File: src/hdl/rfp_pkg.sv
// Types, constants and CRC step functions of the referee frame parser.
package rfp_pkg;

    localparam int BUFFER_BYTES_DEF = 64;

    localparam logic [7:0]  SOF_BYTE   = 8'hA5;
    localparam logic [7:0]  CRC8_INIT  = 8'hFF;
    localparam logic [7:0]  CRC8_POLY  = 8'h8C;
    localparam logic [15:0] CRC16_INIT = 16'hFFFF;
    localparam logic [15:0] CRC16_POLY = 16'h8408;

    localparam logic [15:0] CMD_ROBOT_STATUS = 16'h0201;
    localparam logic [15:0] CMD_POWER        = 16'h0202;
    localparam logic [15:0] LEN_ROBOT_STATUS = 16'd13;
    localparam logic [15:0] LEN_POWER        = 16'd14;
    localparam int          FRAME_OVERHEAD   = 9;
    localparam logic [15:0] TIMEOUT_DEF      = 16'd100;

    // Byte offsets inside a frame
    localparam int OFF_LEN_LO   = 1;
    localparam int OFF_LEN_HI   = 2;
    localparam int OFF_CRC8     = 4;
    localparam int OFF_CMD_LO   = 5;
    localparam int OFF_CMD_HI   = 6;
    localparam int OFF_ROBOT_ID = 7;
    localparam int OFF_ENERGY   = 15;
    localparam int OFF_POWER    = 17;
    localparam int OFF_FLAGS    = 19;
    localparam int HDR_CRC_LAST = 3;

    // Event codes
    localparam logic [2:0] EV_ROBOT_STATUS = 3'd0;
    localparam logic [2:0] EV_POWER        = 3'd1;
    localparam logic [2:0] EV_UNKNOWN_CMD  = 3'd2;
    localparam logic [2:0] EV_LENGTH       = 3'd3;
    localparam logic [2:0] EV_CRC8         = 3'd4;
    localparam logic [2:0] EV_CRC16        = 3'd5;
    localparam logic [2:0] EV_OVERSIZE     = 3'd6;
    localparam logic [2:0] EV_TIMEOUT      = 3'd7;

    // Configuration register indexes
    localparam logic [1:0] CFG_PROTO_OK = 2'd0;
    localparam logic [1:0] CFG_TIMEOUT  = 2'd1;

    typedef enum logic [4:0] {
        ST_IDLE, ST_T0, ST_T1, ST_START, ST_B0, ST_C8, ST_C8CMP, ST_N1, ST_N2,
        ST_C16, ST_K1, ST_K2, ST_M5, ST_M6, ST_R7, ST_R17, ST_R18, ST_R19,
        ST_E15, ST_E16, ST_EMIT, ST_DROP, ST_FINISH
    } rfp_state_t;

    typedef struct packed {
        logic [7:0]  robot_id;
        logic [2:0]  flags;
        logic [15:0] power_limit;
        logic [15:0] energy;
        logic [31:0] stamp;
        logic [31:0] seq;
    } rfp_snap_t;

    typedef struct packed {
        logic [2:0]  kind;
        logic [15:0] cmd;
        rfp_snap_t   snap;
    } rfp_event_t;

    typedef struct packed {
        logic clear;
        logic step;
        logic wide;
    } rfp_crc_ctl_t;

    function automatic logic [7:0] crc8_byte(input logic [7:0] c, input logic [7:0] d);
        logic [7:0] r;
        r = c ^ d;
        for (int b = 0; b < 8; b++) begin
            r = r[0] ? ((r >> 1) ^ CRC8_POLY) : (r >> 1);
        end
        return r;
    endfunction

    function automatic logic [15:0] crc16_byte(input logic [15:0] c, input logic [7:0] d);
        logic [15:0] r;
        r = c ^ {8'h00, d};
        for (int b = 0; b < 8; b++) begin
            r = r[0] ? ((r >> 1) ^ CRC16_POLY) : (r >> 1);
        end
        return r;
    endfunction

endpackage

File: src/hdl/rfp_buffer.sv
// Circular byte and timestamp buffer with one write and one registered read port.
module rfp_buffer #(
    parameter int DEPTH = rfp_pkg::BUFFER_BYTES_DEF
) (
    input  logic                     clk,
    input  logic [$clog2(DEPTH)-1:0] head,
    input  logic                     wr_en,
    input  logic [$clog2(DEPTH)-1:0] wr_off,
    input  logic [7:0]               wr_byte,
    input  logic [31:0]              wr_time,
    input  logic [$clog2(DEPTH)-1:0] rd_off,
    output logic [7:0]               rd_byte,
    output logic [31:0]              rd_time
);
    localparam int PW = $clog2(DEPTH);

    logic [7:0]    byte_mem [DEPTH];
    logic [31:0]   time_mem [DEPTH];
    logic [PW-1:0] wr_addr;
    logic [PW-1:0] rd_addr;
    logic [PW:0]   wr_sum;
    logic [PW:0]   rd_sum;

    // Wrap head + offset; both are below DEPTH
    always_comb
    begin
        wr_sum = {1'b0, head} + {1'b0, wr_off};
        rd_sum = {1'b0, head} + {1'b0, rd_off};
        if (wr_sum >= (PW+1)'(DEPTH))
        begin
            wr_sum = wr_sum - (PW+1)'(DEPTH);
        end
        if (rd_sum >= (PW+1)'(DEPTH))
        begin
            rd_sum = rd_sum - (PW+1)'(DEPTH);
        end
        wr_addr = wr_sum[PW-1:0];
        rd_addr = rd_sum[PW-1:0];
    end

    always_ff @(posedge clk)
    begin
        if (wr_en)
        begin
            byte_mem[wr_addr] <= wr_byte;
            time_mem[wr_addr] <= wr_time;
        end
        rd_byte <= byte_mem[rd_addr];
        rd_time <= time_mem[rd_addr];
    end

endmodule

File: src/hdl/rfp_crc.sv
// Shared CRC-8 / CRC-16 accumulator, one byte per cycle while step is set.
module rfp_crc (
    input  logic                  clk,
    input  logic                  rst_n,
    input  rfp_pkg::rfp_crc_ctl_t ctl,
    input  logic [7:0]            data,
    output logic [15:0]           crc
);
    logic [15:0] crc_reg;
    logic [15:0] crc_next;

    always_comb
    begin
        crc_next = crc_reg;
        if (ctl.clear)
        begin
            crc_next = ctl.wide ? rfp_pkg::CRC16_INIT : {8'h00, rfp_pkg::CRC8_INIT};
        end
        else if (ctl.step)
        begin
            crc_next = ctl.wide ? rfp_pkg::crc16_byte(crc_reg, data)
                                : {8'h00, rfp_pkg::crc8_byte(crc_reg[7:0], data)};
        end
    end

    always_ff @(posedge clk or negedge rst_n)
    begin
        if (!rst_n)
        begin
            crc_reg <= '0;
        end
        else
        begin
            crc_reg <= crc_next;
        end
    end

    assign crc = crc_reg;

endmodule

File: src/hdl/rfp_event_out.sv
// Holds one event back until the next one or the end of the request marks it last.
module rfp_event_out (
    input  logic                clk,
    input  logic                rst_n,
    input  logic                push,
    input  logic                flush,
    input  rfp_pkg::rfp_event_t ev,
    output logic                stall,
    output logic                out_valid,
    input  logic                out_ready,
    output rfp_pkg::rfp_event_t out_ev,
    output logic                out_last
);
    logic                pend_valid_reg;
    logic                pend_valid_next;
    rfp_pkg::rfp_event_t pend_reg;
    rfp_pkg::rfp_event_t pend_next;
    logic                out_valid_reg;
    logic                out_valid_next;
    rfp_pkg::rfp_event_t out_ev_reg;
    rfp_pkg::rfp_event_t out_ev_next;
    logic                out_last_reg;
    logic                out_last_next;
    logic                slot_free;

    always_comb
    begin
        slot_free       = !out_valid_reg || out_ready;
        stall           = pend_valid_reg && !slot_free;
        pend_valid_next = pend_valid_reg;
        pend_next       = pend_reg;
        out_ev_next     = out_ev_reg;
        out_last_next   = out_last_reg;
        out_valid_next  = out_valid_reg && !out_ready;
        if (!stall && (push || flush))
        begin
            // Move the held event out; it is last only on flush
            if (pend_valid_reg)
            begin
                out_ev_next    = pend_reg;
                out_last_next  = flush;
                out_valid_next = 1'b1;
            end
            pend_valid_next = push;
            if (push)
            begin
                pend_next = ev;
            end
        end
    end

    always_ff @(posedge clk or negedge rst_n)
    begin
        if (!rst_n)
        begin
            pend_valid_reg <= 1'b0;
            out_valid_reg  <= 1'b0;
            out_last_reg   <= 1'b0;
            pend_reg       <= '0;
            out_ev_reg     <= '0;
        end
        else
        begin
            pend_valid_reg <= pend_valid_next;
            out_valid_reg  <= out_valid_next;
            out_last_reg   <= out_last_next;
            pend_reg       <= pend_next;
            out_ev_reg     <= out_ev_next;
        end
    end

    assign out_valid = out_valid_reg;
    assign out_ev    = out_ev_reg;
    assign out_last  = out_last_reg;

endmodule

File: src/hdl/referee_frame_parser.sv
// Referee serial frame parser: a request with op 1 appends one byte (with its
// millisecond stamp) to a circular buffer of BUFFER_BYTES entries and rescans
// it, unless the buffer is full; op 0 checks the oldest partial frame against
// the configured timeout. A single sequencer walks the buffer through one read
// port, feeding one shared CRC unit one byte per cycle; every drop restarts the
// scan. Events leave through a one-deep hold stage and an output register, and
// a request ends only once its last event has moved to the output register;
// in_ready is high only between requests. No clearing pass after reset.
module referee_frame_parser #(
    parameter int BUFFER_BYTES = rfp_pkg::BUFFER_BYTES_DEF
) (
    input  logic        clk,
    input  logic        rst_n,
    input  logic        in_valid,
    output logic        in_ready,
    input  logic        op,
    input  logic [7:0]  data_byte,
    input  logic [31:0] now_ms,
    input  logic        cfg_valid,
    output logic        cfg_ready,
    input  logic [1:0]  cfg_index,
    input  logic [15:0] cfg_data,
    output logic        out_valid,
    input  logic        out_ready,
    output logic [2:0]  event_res,
    output logic [15:0] command_id,
    output logic [7:0]  robot_id,
    output logic        gimbal_on,
    output logic        chassis_on,
    output logic        shooter_on,
    output logic [15:0] power_limit_w,
    output logic [15:0] buffer_energy_j,
    output logic [31:0] stamp_ms,
    output logic [31:0] message_seq,
    output logic        last
);
    localparam int PW = $clog2(BUFFER_BYTES);
    localparam int CW = $clog2(BUFFER_BYTES + 1);

    rfp_pkg::rfp_state_t state_reg, state_next;

    logic [CW-1:0] fill_reg, fill_next;
    logic [PW-1:0] head_reg, head_next;
    logic [PW-1:0] idx_reg, idx_next;
    logic [CW-1:0] total_reg, total_next;
    logic [CW-1:0] drop_n_reg, drop_n_next;
    logic [7:0]    lo_reg, lo_next;
    logic [15:0]   word_reg, word_next;
    logic [7:0]    robot_tmp_reg, robot_tmp_next;
    logic [15:0]   cmd_reg, cmd_next;
    logic [31:0]   stamp_tmp_reg, stamp_tmp_next;
    logic [31:0]   now_reg, now_next;
    logic [2:0]    kind_reg, kind_next;
    logic [15:0]   ev_cmd_reg, ev_cmd_next;
    logic          dec_reg, dec_next;
    logic          tmo_reg, tmo_next;
    logic [31:0]   fs_reg, fs_next;
    logic          fs_head_reg, fs_head_next;
    logic          proto_ok_reg, proto_ok_next;
    logic [15:0]   timeout_reg, timeout_next;
    rfp_pkg::rfp_snap_t snap_reg, snap_next;

    logic [PW-1:0] rd_off;
    logic          wr_en;
    logic [7:0]    rd_byte;
    logic [31:0]   rd_time;
    logic [15:0]   crc;
    rfp_pkg::rfp_crc_ctl_t crc_ctl;
    logic          ev_push;
    logic          ev_flush;
    logic          ev_stall;
    rfp_pkg::rfp_event_t ev, out_ev;

    logic [16:0]   frame_total;
    logic [31:0]   fs_eff;
    logic [CW:0]   head_sum;
    logic [15:0]   rd_word;

    rfp_buffer #(.DEPTH(BUFFER_BYTES)) u_buffer (
        .clk     (clk),
        .head    (head_reg),
        .wr_en   (wr_en),
        .wr_off  (fill_reg[PW-1:0]),
        .wr_byte (data_byte),
        .wr_time (now_ms),
        .rd_off  (rd_off),
        .rd_byte (rd_byte),
        .rd_time (rd_time)
    );

    rfp_crc u_crc (
        .clk   (clk),
        .rst_n (rst_n),
        .ctl   (crc_ctl),
        .data  (rd_byte),
        .crc   (crc)
    );

    rfp_event_out u_event_out (
        .clk       (clk),
        .rst_n     (rst_n),
        .push      (ev_push),
        .flush     (ev_flush),
        .ev        (ev),
        .stall     (ev_stall),
        .out_valid (out_valid),
        .out_ready (out_ready),
        .out_ev    (out_ev),
        .out_last  (last)
    );

    assign cfg_ready = 1'b1;
    assign in_ready  = (state_reg == rfp_pkg::ST_IDLE);

    always_comb
    begin
        ev.kind = kind_reg;
        ev.cmd  = ev_cmd_reg;
        ev.snap = snap_reg;
    end

    always_comb
    begin
        state_next     = state_reg;
        fill_next      = fill_reg;
        head_next      = head_reg;
        idx_next       = idx_reg;
        total_next     = total_reg;
        drop_n_next    = drop_n_reg;
        lo_next        = lo_reg;
        word_next      = word_reg;
        robot_tmp_next = robot_tmp_reg;
        cmd_next       = cmd_reg;
        stamp_tmp_next = stamp_tmp_reg;
        now_next       = now_reg;
        kind_next      = kind_reg;
        ev_cmd_next    = ev_cmd_reg;
        dec_next       = dec_reg;
        tmo_next       = tmo_reg;
        fs_next        = fs_reg;
        fs_head_next   = fs_head_reg;
        proto_ok_next  = proto_ok_reg;
        timeout_next   = timeout_reg;
        snap_next      = snap_reg;
        rd_off         = '0;
        wr_en          = 1'b0;
        crc_ctl        = '0;
        ev_push        = 1'b0;
        ev_flush       = 1'b0;
        rd_word        = {rd_byte, lo_reg};
        frame_total    = {1'b0, rd_word} + 17'(rfp_pkg::FRAME_OVERHEAD);
        fs_eff         = fs_head_reg ? rd_time : fs_reg;
        head_sum       = {1'b0, {(CW-PW){1'b0}}, head_reg} + {1'b0, drop_n_reg};
        if (head_sum >= (CW+1)'(BUFFER_BYTES))
        begin
            head_sum = head_sum - (CW+1)'(BUFFER_BYTES);
        end

        if (cfg_valid)
        begin
            case (cfg_index)
                rfp_pkg::CFG_PROTO_OK: proto_ok_next = cfg_data[0];
                rfp_pkg::CFG_TIMEOUT:  timeout_next  = cfg_data;
                default: ;
            endcase
        end

        unique case (state_reg)
            rfp_pkg::ST_IDLE:
            begin
                if (in_valid)
                begin
                    now_next = now_ms;
                    tmo_next = 1'b0;
                    if (!op)
                    begin
                        state_next = (fill_reg == '0) ? rfp_pkg::ST_FINISH : rfp_pkg::ST_T0;
                    end
                    else if (fill_reg < CW'(BUFFER_BYTES))
                    begin
                        wr_en = 1'b1;
                        if (fill_reg == '0)
                        begin
                            fs_next      = now_ms;
                            fs_head_next = 1'b0;
                        end
                        fill_next  = fill_reg + 1'b1;
                        state_next = rfp_pkg::ST_START;
                    end
                    else
                    begin
                        state_next = rfp_pkg::ST_FINISH;
                    end
                end
            end
            rfp_pkg::ST_T0:
            begin
                state_next = rfp_pkg::ST_T1;
            end
            rfp_pkg::ST_T1:
            begin
                if ((now_reg < fs_eff) || ((now_reg - fs_eff) > {16'h0000, timeout_reg}))
                begin
                    kind_next   = rfp_pkg::EV_TIMEOUT;
                    ev_cmd_next = '0;
                    drop_n_next = CW'(1);
                    dec_next    = 1'b0;
                    tmo_next    = 1'b1;
                    state_next  = rfp_pkg::ST_EMIT;
                end
                else
                begin
                    state_next = rfp_pkg::ST_FINISH;
                end
            end
            rfp_pkg::ST_START:
            begin
                state_next = (fill_reg == '0) ? rfp_pkg::ST_FINISH : rfp_pkg::ST_B0;
            end
            rfp_pkg::ST_B0:
            begin
                drop_n_next = CW'(1);
                dec_next    = 1'b0;
                if (rd_byte != rfp_pkg::SOF_BYTE)
                begin
                    // Drop silently
                    state_next = rfp_pkg::ST_DROP;
                end
                else if (fill_reg < CW'(5))
                begin
                    state_next = rfp_pkg::ST_FINISH;
                end
                else
                begin
                    crc_ctl.clear = 1'b1;
                    idx_next      = '0;
                    state_next    = rfp_pkg::ST_C8;
                end
            end
            rfp_pkg::ST_C8:
            begin
                crc_ctl.step = 1'b1;
                rd_off       = idx_reg + 1'b1;
                idx_next     = idx_reg + 1'b1;
                if (idx_reg == PW'(rfp_pkg::HDR_CRC_LAST))
                begin
                    state_next = rfp_pkg::ST_C8CMP;
                end
            end
            rfp_pkg::ST_C8CMP:
            begin
                if (crc[7:0] != rd_byte)
                begin
                    kind_next   = rfp_pkg::EV_CRC8;
                    ev_cmd_next = '0;
                    state_next  = rfp_pkg::ST_EMIT;
                end
                else
                begin
                    rd_off     = PW'(rfp_pkg::OFF_LEN_LO);
                    state_next = rfp_pkg::ST_N1;
                end
            end
            rfp_pkg::ST_N1:
            begin
                lo_next    = rd_byte;
                rd_off     = PW'(rfp_pkg::OFF_LEN_HI);
                state_next = rfp_pkg::ST_N2;
            end
            rfp_pkg::ST_N2:
            begin
                if (frame_total > 17'(BUFFER_BYTES))
                begin
                    kind_next   = rfp_pkg::EV_OVERSIZE;
                    ev_cmd_next = '0;
                    state_next  = rfp_pkg::ST_EMIT;
                end
                else if ({{(17-CW){1'b0}}, fill_reg} < frame_total)
                begin
                    state_next = rfp_pkg::ST_FINISH;
                end
                else
                begin
                    total_next    = frame_total[CW-1:0];
                    crc_ctl.clear = 1'b1;
                    crc_ctl.wide  = 1'b1;
                    idx_next      = '0;
                    state_next    = rfp_pkg::ST_C16;
                end
            end
            rfp_pkg::ST_C16:
            begin
                crc_ctl.step = 1'b1;
                crc_ctl.wide = 1'b1;
                rd_off       = idx_reg + 1'b1;
                idx_next     = idx_reg + 1'b1;
                if ({{(CW-PW){1'b0}}, idx_reg} == total_reg - CW'(3))
                begin
                    state_next = rfp_pkg::ST_K1;
                end
            end
            rfp_pkg::ST_K1:
            begin
                lo_next    = rd_byte;
                rd_off     = PW'(total_reg - CW'(1));
                state_next = rfp_pkg::ST_K2;
            end
            rfp_pkg::ST_K2:
            begin
                if (crc != rd_word)
                begin
                    kind_next   = rfp_pkg::EV_CRC16;
                    ev_cmd_next = '0;
                    state_next  = rfp_pkg::ST_EMIT;
                end
                else
                begin
                    stamp_tmp_next = rd_time;
                    rd_off         = PW'(rfp_pkg::OFF_CMD_LO);
                    state_next     = rfp_pkg::ST_M5;
                end
            end
            rfp_pkg::ST_M5:
            begin
                lo_next    = rd_byte;
                rd_off     = PW'(rfp_pkg::OFF_CMD_HI);
                state_next = rfp_pkg::ST_M6;
            end
            rfp_pkg::ST_M6:
            begin
                cmd_next    = rd_word;
                ev_cmd_next = rd_word;
                drop_n_next = total_reg;
                dec_next    = 1'b1;
                state_next  = rfp_pkg::ST_EMIT;
                if (!proto_ok_reg || ((rd_word != rfp_pkg::CMD_ROBOT_STATUS)
                                      && (rd_word != rfp_pkg::CMD_POWER)))
                begin
                    kind_next = rfp_pkg::EV_UNKNOWN_CMD;
                end
                else if (((rd_word == rfp_pkg::CMD_ROBOT_STATUS) && (total_reg !=
                          CW'(rfp_pkg::LEN_ROBOT_STATUS + 16'(rfp_pkg::FRAME_OVERHEAD))))
                      || ((rd_word == rfp_pkg::CMD_POWER) && (total_reg !=
                          CW'(rfp_pkg::LEN_POWER + 16'(rfp_pkg::FRAME_OVERHEAD)))))
                begin
                    kind_next = rfp_pkg::EV_LENGTH;
                end
                else if (rd_word == rfp_pkg::CMD_ROBOT_STATUS)
                begin
                    rd_off     = PW'(rfp_pkg::OFF_ROBOT_ID);
                    state_next = rfp_pkg::ST_R7;
                end
                else
                begin
                    rd_off     = PW'(rfp_pkg::OFF_ENERGY);
                    state_next = rfp_pkg::ST_E15;
                end
            end
            rfp_pkg::ST_R7:
            begin
                robot_tmp_next = rd_byte;
                rd_off         = PW'(rfp_pkg::OFF_POWER);
                state_next     = rfp_pkg::ST_R17;
            end
            rfp_pkg::ST_R17:
            begin
                lo_next    = rd_byte;
                rd_off     = PW'(rfp_pkg::OFF_POWER + 1);
                state_next = rfp_pkg::ST_R18;
            end
            rfp_pkg::ST_R18:
            begin
                word_next  = rd_word;
                rd_off     = PW'(rfp_pkg::OFF_FLAGS);
                state_next = rfp_pkg::ST_R19;
            end
            rfp_pkg::ST_R19:
            begin
                snap_next.robot_id    = robot_tmp_reg;
                snap_next.flags       = rd_byte[2:0];
                snap_next.power_limit = word_reg;
                snap_next.stamp       = stamp_tmp_reg;
                snap_next.seq         = snap_reg.seq + 32'd1;
                kind_next             = rfp_pkg::EV_ROBOT_STATUS;
                state_next            = rfp_pkg::ST_EMIT;
            end
            rfp_pkg::ST_E15:
            begin
                lo_next    = rd_byte;
                rd_off     = PW'(rfp_pkg::OFF_ENERGY + 1);
                state_next = rfp_pkg::ST_E16;
            end
            rfp_pkg::ST_E16:
            begin
                snap_next.energy = rd_word;
                snap_next.stamp  = stamp_tmp_reg;
                snap_next.seq    = snap_reg.seq + 32'd1;
                kind_next        = rfp_pkg::EV_POWER;
                state_next       = rfp_pkg::ST_EMIT;
            end
            rfp_pkg::ST_EMIT:
            begin
                if (!ev_stall)
                begin
                    ev_push    = 1'b1;
                    state_next = rfp_pkg::ST_DROP;
                end
            end
            rfp_pkg::ST_DROP:
            begin
                head_next = head_sum[PW-1:0];
                fill_next = fill_reg - drop_n_reg;
                if (dec_reg)
                begin
                    fs_next      = now_reg;
                    fs_head_next = 1'b0;
                end
                else
                begin
                    fs_head_next = 1'b1;
                end
                state_next = rfp_pkg::ST_START;
            end
            rfp_pkg::ST_FINISH:
            begin
                if (!ev_stall)
                begin
                    ev_flush = 1'b1;
                    if (tmo_reg)
                    begin
                        fs_next      = now_reg;
                        fs_head_next = 1'b0;
                        tmo_next     = 1'b0;
                    end
                    state_next = rfp_pkg::ST_IDLE;
                end
            end
            default:
            begin
                state_next = rfp_pkg::ST_IDLE;
            end
        endcase
    end

    always_ff @(posedge clk or negedge rst_n)
    begin
        if (!rst_n)
        begin
            state_reg     <= rfp_pkg::ST_IDLE;
            fill_reg      <= '0;
            head_reg      <= '0;
            idx_reg       <= '0;
            total_reg     <= '0;
            drop_n_reg    <= '0;
            lo_reg        <= '0;
            word_reg      <= '0;
            robot_tmp_reg <= '0;
            cmd_reg       <= '0;
            stamp_tmp_reg <= '0;
            now_reg       <= '0;
            kind_reg      <= '0;
            ev_cmd_reg    <= '0;
            dec_reg       <= 1'b0;
            tmo_reg       <= 1'b0;
            fs_reg        <= '0;
            fs_head_reg   <= 1'b0;
            proto_ok_reg  <= 1'b1;
            timeout_reg   <= rfp_pkg::TIMEOUT_DEF;
            snap_reg      <= '0;
        end
        else
        begin
            state_reg     <= state_next;
            fill_reg      <= fill_next;
            head_reg      <= head_next;
            idx_reg       <= idx_next;
            total_reg     <= total_next;
            drop_n_reg    <= drop_n_next;
            lo_reg        <= lo_next;
            word_reg      <= word_next;
            robot_tmp_reg <= robot_tmp_next;
            cmd_reg       <= cmd_next;
            stamp_tmp_reg <= stamp_tmp_next;
            now_reg       <= now_next;
            kind_reg      <= kind_next;
            ev_cmd_reg    <= ev_cmd_next;
            dec_reg       <= dec_next;
            tmo_reg       <= tmo_next;
            fs_reg        <= fs_next;
            fs_head_reg   <= fs_head_next;
            proto_ok_reg  <= proto_ok_next;
            timeout_reg   <= timeout_next;
            snap_reg      <= snap_next;
        end
    end

    assign event_res       = out_ev.kind;
    assign command_id      = (cmd_reg == out_ev.cmd) ? cmd_reg : out_ev.cmd;
    assign robot_id        = out_ev.snap.robot_id;
    assign gimbal_on       = out_ev.snap.flags[0];
    assign chassis_on      = out_ev.snap.flags[1];
    assign shooter_on      = out_ev.snap.flags[2];
    assign power_limit_w   = out_ev.snap.power_limit;
    assign buffer_energy_j = out_ev.snap.energy;
    assign stamp_ms        = out_ev.snap.stamp;
    assign message_seq     = out_ev.snap.seq;

endmodule

File: config.mk
export PLATFORM = sky130hd
export DESIGN_NAME = referee_frame_parser
export DESIGN_NICKNAME = d
export VERILOG_FILES = /design/src/hdl/rfp_pkg.sv /design/src/hdl/rfp_buffer.sv /design/src/hdl/rfp_crc.sv /design/src/hdl/rfp_event_out.sv /design/src/hdl/referee_frame_parser.sv
export SDC_FILE = /design/constraint.sdc
export NUM_CORES = 2
export LEC_CHECK = 0
export BUFFER_PORTS_ARGS = -buffer_cell sky130_fd_sc_hd__buf_4
export CAP_MARGIN = 20
export CORE_MARGIN = 4
export CORE_UTILIZATION = 25
export DETAILED_ROUTE_END_ITERATION = 7
export PLACE_DENSITY = 0.37
export SLEW_MARGIN = 30
export SYNTH_ARGS = -nofsm -noshare
export SYNTH_HDL_FRONTEND = slang
export SYNTH_SLANG_ARGS = --single-unit
File: constraint.sdc
create_clock -name clk -period 5.8 [get_ports clk]
set_input_delay 1.74 -clock clk [delete_from_list [all_inputs] [get_ports clk]]
set_output_delay 1.74 -clock clk [all_outputs]
set_load 0.02 [all_outputs]
After elaboration in Yosys (flattened, before gate mapping)
Memories as Yosys holds them, arrays and structs flattened. A register that Yosys moved wholly into a read port is not among the register bits.
Cells that the tools add are included.
Word-level totals
  bits in registers: 599
  RAM bits: 2560
  bits of input ports: 64
  output and inout port bits: 130
  logic and storage cells: 306
  memories: 2
Memory list
  u_buffer.time_mem: words 64, bits a word 32, rd ports 1, clocked after Yosys merged registers in 1, write ports 1, RTL line rfp_buffer.sv:18  | logic [31:0] time_mem [DEPTH];
  u_buffer.byte_mem: words 64, bits a word 8, rd ports 1, clocked after Yosys merged registers in 1, write ports 1, RTL line rfp_buffer.sv:17  | logic [7:0] byte_mem [DEPTH];
Cells by class
  add/sub/neg operators: 14
  $lt $le $gt $ge: 9
  equality and inequality tests: 54
  multiplexer cells: 114
  bitwise operators: 21
  reduce and logical (&&, ||, !) cells: 46
Operators with widths (count)
  $mux W16: 17
  $mux W32: 8
  $pmux W5 S22: 1
  $pmux W32 S3: 1
  $mux W5: 18
  $pmux W16 S5: 1
  $pmux W6 S11: 1
  $mux W8: 8
  $mux W6: 9
  $not A2 Y3: 16
  $eq A5 B4 Y1 const B: 8
  $eq A5 B5 Y1 const B: 7
  $add A32 B1 Y32 const B: 1
  $eq A16 B10 Y1 const B: 2
  $gt A32 B16 Y1: 1
  $lt A32 B32 Y1: 1
  $ne A16 B10 Y1 const B: 2
  $sub A32 B32 Y32: 1
  $ne A2 B2 Y1 const B: 15
  $mux W1: 28
  $mux W7: 4
  $sub A6 B1 Y6 const B: 4
  $mux W3: 7
  $pmux W3 S7: 1
  55 further kinds: 96

Logic depth before layout (Yosys ltp)
  word-level depth: 20
  mapped depth: 23
  gate-level depth less buffers: 20

Hierarchy
A second synthesis with hierarchy kept.
Unflattened totals
  cells, all modules: 6962
  area, all modules: 127715.0 µm²
Modules (own cells, without submodules)
  rfp_buffer: instances 1, cells an instance 4563, area an instance 99444.1 µm², seq. area each 77674.5 µm²
  referee_frame_parser: instances 1, cells an instance 1740, area an instance 17500.5 µm², seq. area each 7812.5 µm²
  rfp_event_out: instances 1, cells an instance 543, area an instance 9482.8 µm², seq. area each 6381.1 µm²
  rfp_crc: instances 1, cells an instance 116, area an instance 1287.5 µm², seq. area each 400.4 µm²

Worst setup path after synthesis
OpenSTA, ideal clock, no wires.
  path type: register -> register
  start point: register fs_head_reg
  end point: register kind_reg[0]
  setup time: 0.128 ns
  arrival time: 4.956 ns
  required time: 5.672 ns
  path slack: 0.717 ns
  cell stages (with the launch flop): 20
  buffers on the path: 2
  clock period less this slack: 5.083 ns
  cells stage by stage: dfrtp_1 clkbuf_1 clkbuf_1 mux2i_1 ha_1 a21o_1 nand2b_1 o21ai_1 o21ai_0 xor2_1 ha_1 nand4_1 or4_1 nor4_1 o221ai_1 a2111o_1 nor4_4 nand4_4 nand4b_2 mux2_1
Between the ends
  longest elaborated chain between the ends: 6
  elaborated cells between the ends (all ways): 7
  those cells by class: add/sub: 1; order compare: 2; eq/ne: 1; mux: 1; reduce/logical: 2
Ends and longest elaborated chain
  from (decl): RTL line referee_frame_parser.sv:58  | logic fs_head_reg, fs_head_next;
  from (signal assigned): RTL line referee_frame_parser.sv:490  | fs_head_reg <= fs_head_next;
  $mux W32 (*): RTL line referee_frame_parser.sv:152  | fs_eff = fs_head_reg ? rd_time : fs_reg;
  $sub A32 B32 Y32: RTL line referee_frame_parser.sv:202  | if ((now_reg < fs_eff) || ((now_reg - fs_eff) > {16'h0000, timeout_reg}))
  $gt A32 B16 Y1: RTL line referee_frame_parser.sv:202
  $logic_or A1 B1 Y1 (*): RTL line referee_frame_parser.sv:202
  $ne A2 B2 Y1 (no source line) (*)
  $reduce_and A6 Y1 (no source line) (*)
  to (signal assigned): RTL line referee_frame_parser.sv:485  | kind_reg <= kind_next;
  to (decl): RTL line referee_frame_parser.sv:53  | logic [2:0] kind_reg, kind_next;
Mark *: on every way between the ends. The rest lies on a longest branch, timed or not.
A chain may end at the register's enable or synchronous reset.

Final worst setup path
  start point: register u_buffer.rd_byte[7], read port of u_buffer.byte_mem
  end point: register u_buffer.rd_time[15], read port of u_buffer.time_mem
Between the ends
  longest elaborated chain between the ends: 9
  elaborated cells between the ends (all ways): 21
  those cells by class: add/sub: 2; order compare: 1; eq/ne: 6; mux: 7; reduce/logical: 5
Ends and longest elaborated chain
  from (decl): RTL line rfp_buffer.sv:12  | output logic [7:0] rd_byte,
  $eq A16 B10 Y1 (on tied branches): RTL line referee_frame_parser.sv:341, referee_frame_parser.sv:348, referee_frame_parser.sv:343
  $logic_and A1 B1 Y1 (on tied branches): RTL line referee_frame_parser.sv:341, referee_frame_parser.sv:343
  $logic_or A1 B1 Y1: RTL line referee_frame_parser.sv:343  | || ((rd_word == rfp_pkg::CMD_POWER) && (total_reg !=
  $mux W6: RTL line referee_frame_parser.sv:341  | else if (((rd_word == rfp_pkg::CMD_ROBOT_STATUS) && (total_reg !=
  $mux W6: RTL line referee_frame_parser.sv:336  | if (!proto_ok_reg || ((rd_word != rfp_pkg::CMD_ROBOT_STATUS)
  $pmux W6 S11 (*): RTL line referee_frame_parser.sv:168  | unique case (state_reg)
  $add A6 B6 Y7 (*): RTL line rfp_buffer.sv:28  | rd_sum = {1'b0, head} + {1'b0, rd_off};
  $sub A6 B1 Y6 / $ge A7 B7 Y1 (equally long branches): RTL line rfp_buffer.sv:35, rfp_buffer.sv:33
  $mux W6 (*): RTL line rfp_buffer.sv:33  | if (rd_sum >= (PW+1)'(DEPTH))
  to (decl): RTL line rfp_buffer.sv:13  | output logic [31:0] rd_time
Marks and branches as above.

==> summary.txt <==
Synthesis
  • EDFF count, synth: between 2000 and 3000
  • Yosys cell types: between 90 and 100
  • Syn Area/Cell: about 20 um2
  • Syn Inst Count: around 6400
  • Synthesized area: 127000 um2
  • Post-synth top area cell: edfxtp_1
  • Synth cell count leaders: edfxtp_1 (2560), mux4_2 (800), dfrtp_1 (579)
  • FF+latch count, synth: ~3200
  • Cell with the most instances after synthesis: edfxtp_1
  • Top post-synthesis cells by area: edfxtp_1 (61%), mux4_2 (14%), dfrtp_1 (11%), mux2_2 (3.6%), mux2i_1 (0.87%)
  • Async S/R FF share, synth: 0.183
  • Main synth FF type: edfxtp_1
  • Top-area cell type share of the netlist area: 0.606
  • Seq/Total Area, Yosys: 0.727
  • Ys Warns: 0
  • Net Count, Synth: ~6500

Timing
  • Post-route worst setup slack: 0.0954 ns
  • Hold Vio Cnt, Final: 0
  • Final setup viols: 0
  • FMAX: ~180 MHz
  • Post-route setup TNS: 0 ns
  • Post-layout min period: 5.70 ns
  • RSZ-0062 raised after global routing: no
  • Final Max Slew Viols: 0
  • Rel. slew slack: 0.313
  • Period utilization: 0.984
  • Worst Tran Pin Value: a little over 1 ns
  • Final setup skew: 0.0780 ns

Critical path
  • Reg2Reg Setup Slack: between 0.09 and 0.1 ns
  • Crit-path most repeated cell: buf_12
  • Worst setup SP type: flip-flop
  • Cells on worst reg2reg path: 16
  • Critical-path top delay cell: fa_4
  • CP arrival: ~6.6 ns
  • Worst setup EP type: flip-flop
  • CP max stage delay: about 0.69 ns
  • CP Max Fanout: just over 50
  • Reg-to-Reg Start: u_buffer.rd_byte[7]
  • R2r endpoint: u_buffer.rd_time[15]
  • CP Class: flip-flop to flip-flop
  • Worst Path Required: roughly 6.7 ns
  • CP top delay family: multiplexers
  • Crit-path cells: xnor2_1, nand4b_1, or2_2, or4_1, nand2_1, nor2_1, nand2_1, ha_4, fa_4, buf_12, buf_12, buf_12, mux4_2, mux4_2, mux2i_1, a21oi_1
  • Buffers & Inverters on Critical Path: 3

Layout
  • Multi-input gate area: between 30000 and 40000 um2
  • Largest register FFs: 2048
  • Top reg by flops: u_buffer.time_mem
  • Layout cell share with drive strength beyond 1: 0.339
  • Final Non-Filler Cells: 13800
  • Reg area: between 90000 and 100000 um2
  • Largest regs: u_buffer.time_mem: 2048 flops, u_buffer.byte_mem: 512 flops
  • Synth-to-layout area growth: 19.2%
  • Final nets: around 7000
  • Layout fillers: just under 50000

Die
  • # rows: 261
  • Io pins: 194
  • Initial Util: 0.251
  • Core box area: a little over 500000 um2
  • Die ar.: 519000 um2
  • Die Span Y: between 700 and 800 um
  • DIE WIDTH: just over 700 um

Run status
  • Status: finished, final reports clean

Hold path
  • Critical hold path startpoint: stamp_tmp_reg[7]
  • Hold/Removal Path Class: flip-flop to flip-flop
  • Worst hold endpoint: ev[39]
  • Hold path depth: 2

Clock tree
  • H-tree Lvls: 5
  • CTS tree: done
  • Root Driver: clkbuf_16
  • Clk_lat worst skew: slightly below 1 ns
  • CTS sink cnt: 3183
  • Hold Buf Count CTS: 0
  • Clk pin slew, worst setup/hold paths: around 0.06 ns
  • Worst-case clock buffer depth: 4
  • CTS Buf Count: about 370

Global routing
  • First-pass GRT wire length: between 500000 and 600000 um
  • Initial antenna violation count: 50
  • GRT overflow: 0
  • Number of global-route vias before repair: about 67000
  • Gr usage total: 0.150
  • Largest net degree at the start of global routing: 130

Place
  • Placed Cells: ~13000
  • Gpl congestion: ~0.79
  • Worst slack, placed: -0.724 ns
  • Port buffer count: between 150 and 200
  • Final HPWL DP: 231000 um

Detailed routing
  • Wire length per cell: approximately 29 um
  • Initial DRC Count: around 5500
  • DRC Markers: 0
  • Wirelength, routed: roughly 400000 um
  • Via/cell ratio: roughly 4.6
  • Antenna Nets Post-Route: 0
  • First drt pass iteration count: 6
  • Via count: between 60000 and 70000

Pwr
  • Leakage power: a little over 50 nW
  • Power density over the cells: 598 nW/um2
  • Pwr Total: about 0.09 W
  • Worst vdd ir: 0.872 mV

Flow run
  • Max Cap Viol: 0
-- worst reg2reg max path, stage by stage (launching register included) --
cell	delay (ns)
dfxtp_4	0.42
xnor2_1	0.44
nand4b_1	0.14
or2_2	0.37
or4_1	0.55
nand2_1	0.14
nor2_1	0.09
nand2_1	0.22
ha_4	0.18
fa_4	0.69
buf_12	0.20
buf_12	0.15
buf_12	0.22
mux4_2	0.42
mux4_2	0.49
mux2i_1	0.69
a21oi_1	0.16
-- layout by cell type, fill, tap and decap left out, types with 40 or more instances in the layout --
| cell | count |
|---|---|
| nand2_1 | 250 |
| nor2b_1 | 44 |
| clkinv_1 | 63 |
| buf_4 | 425 |
| a21oi_1 | 118 |
| clkbuf_1 | 78 |
| bufinv_16 | 40 |
| clkinv_2 | 67 |
| xor2_1 | 48 |
| clkbuf_16 | 371 |
| nand3_1 | 42 |
| xnor2_1 | 100 |
| mux2_2 | 411 |
| nor2_1 | 106 |
| mux4_2 | 800 |
| ha_1 | 84 |
| edfxtp_1 | 2560 |
| dfrtp_1 | 578 |
| buf_12 | 89 |
| a211oi_1 | 48 |
| nor2_4 | 65 |
| mux2i_1 | 97 |
| o21ai_0 | 99 |
| inv_1 | 54 |
-- cells by family after synthesis --
family	count (synthesis)	share of synthesized area
compound gates	439	0.0225
mux	1324	0.187
flops	3183	0.727
simple gates	666	0.0249
xor+xnor	153	0.0106
buf+inv	499	0.0183
fa+ha+maj	90	0.00917
other cells	1	0.0000296
-- report_power, final --
group	internal (W)	switching, W	leakage [nW]	total (W)
combinational	0.0188	0.0204	14.2	0.0392
sequential	0.0260	0.00165	31.0	0.0277
clock	0.0139	0.00966	5.99	0.0236
-- cell type report --
cell class              instances  area share
flip-flops and latches       3183       0.610
multi-input cells            2673       0.218
clock buffers                 474      0.0656
well taps                    6706      0.0555
repair buffers                518      0.0333
clock inverters               204      0.0154
inverters                      56     0.00139
diodes                         17    0.000281
-- layer usage --
layer | part of all wire | vias to the layer above | track usage
met1 | 0.46 | 35200 | 0.212
met4 | 0.023 | 2 | 0.0349
met2 | 0.47 | 1636 | 0.242
met5 | 0.000050 | - | 0
met3 | 0.051 | 536 | 0.0234
li1 | - | 26600 | -
-- worst max path at each step --
stage          slack (ns)  depth (start not counted)                   end           startpoint
6_report              0.1                         16  u_buffer.rd_time[15]  u_buffer.rd_byte[7]
5_1_grt              0.01                         18   u_buffer.rd_byte[0]  u_buffer.rd_byte[7]
4_1_cts             0.008                         20   u_buffer.rd_byte[2]  u_buffer.rd_byte[4]
3_5_place_dp        -0.72                         14  u_buffer.rd_time[27]  u_buffer.rd_byte[7]
3_3_place_gp        -0.93                         13  u_buffer.rd_time[22]  u_buffer.rd_byte[1]
2_1_floorplan        0.72                         19           kind_reg[0]          fs_head_reg
-- what timing repair did --
item                       4_1_cts  5_1_grt
setup endpoints to repair       40       43
gates resized for setup         19       16
pin swaps                        1        0
buffers inserted                 3        0
-- stage by stage --
stage	hold slack, ns	instance area [um2]	util
2_1_floorplan	0.433	127000	-
3_3_place_gp	0.449	139000	0.274
3_5_place_dp	0.452	139000	0.274
4_1_cts	0.458	151000	0.299
5_1_grt	0.472	151000	0.299
6_report	0.454	151000	0.299
Power figures use the tool's default switching activity.
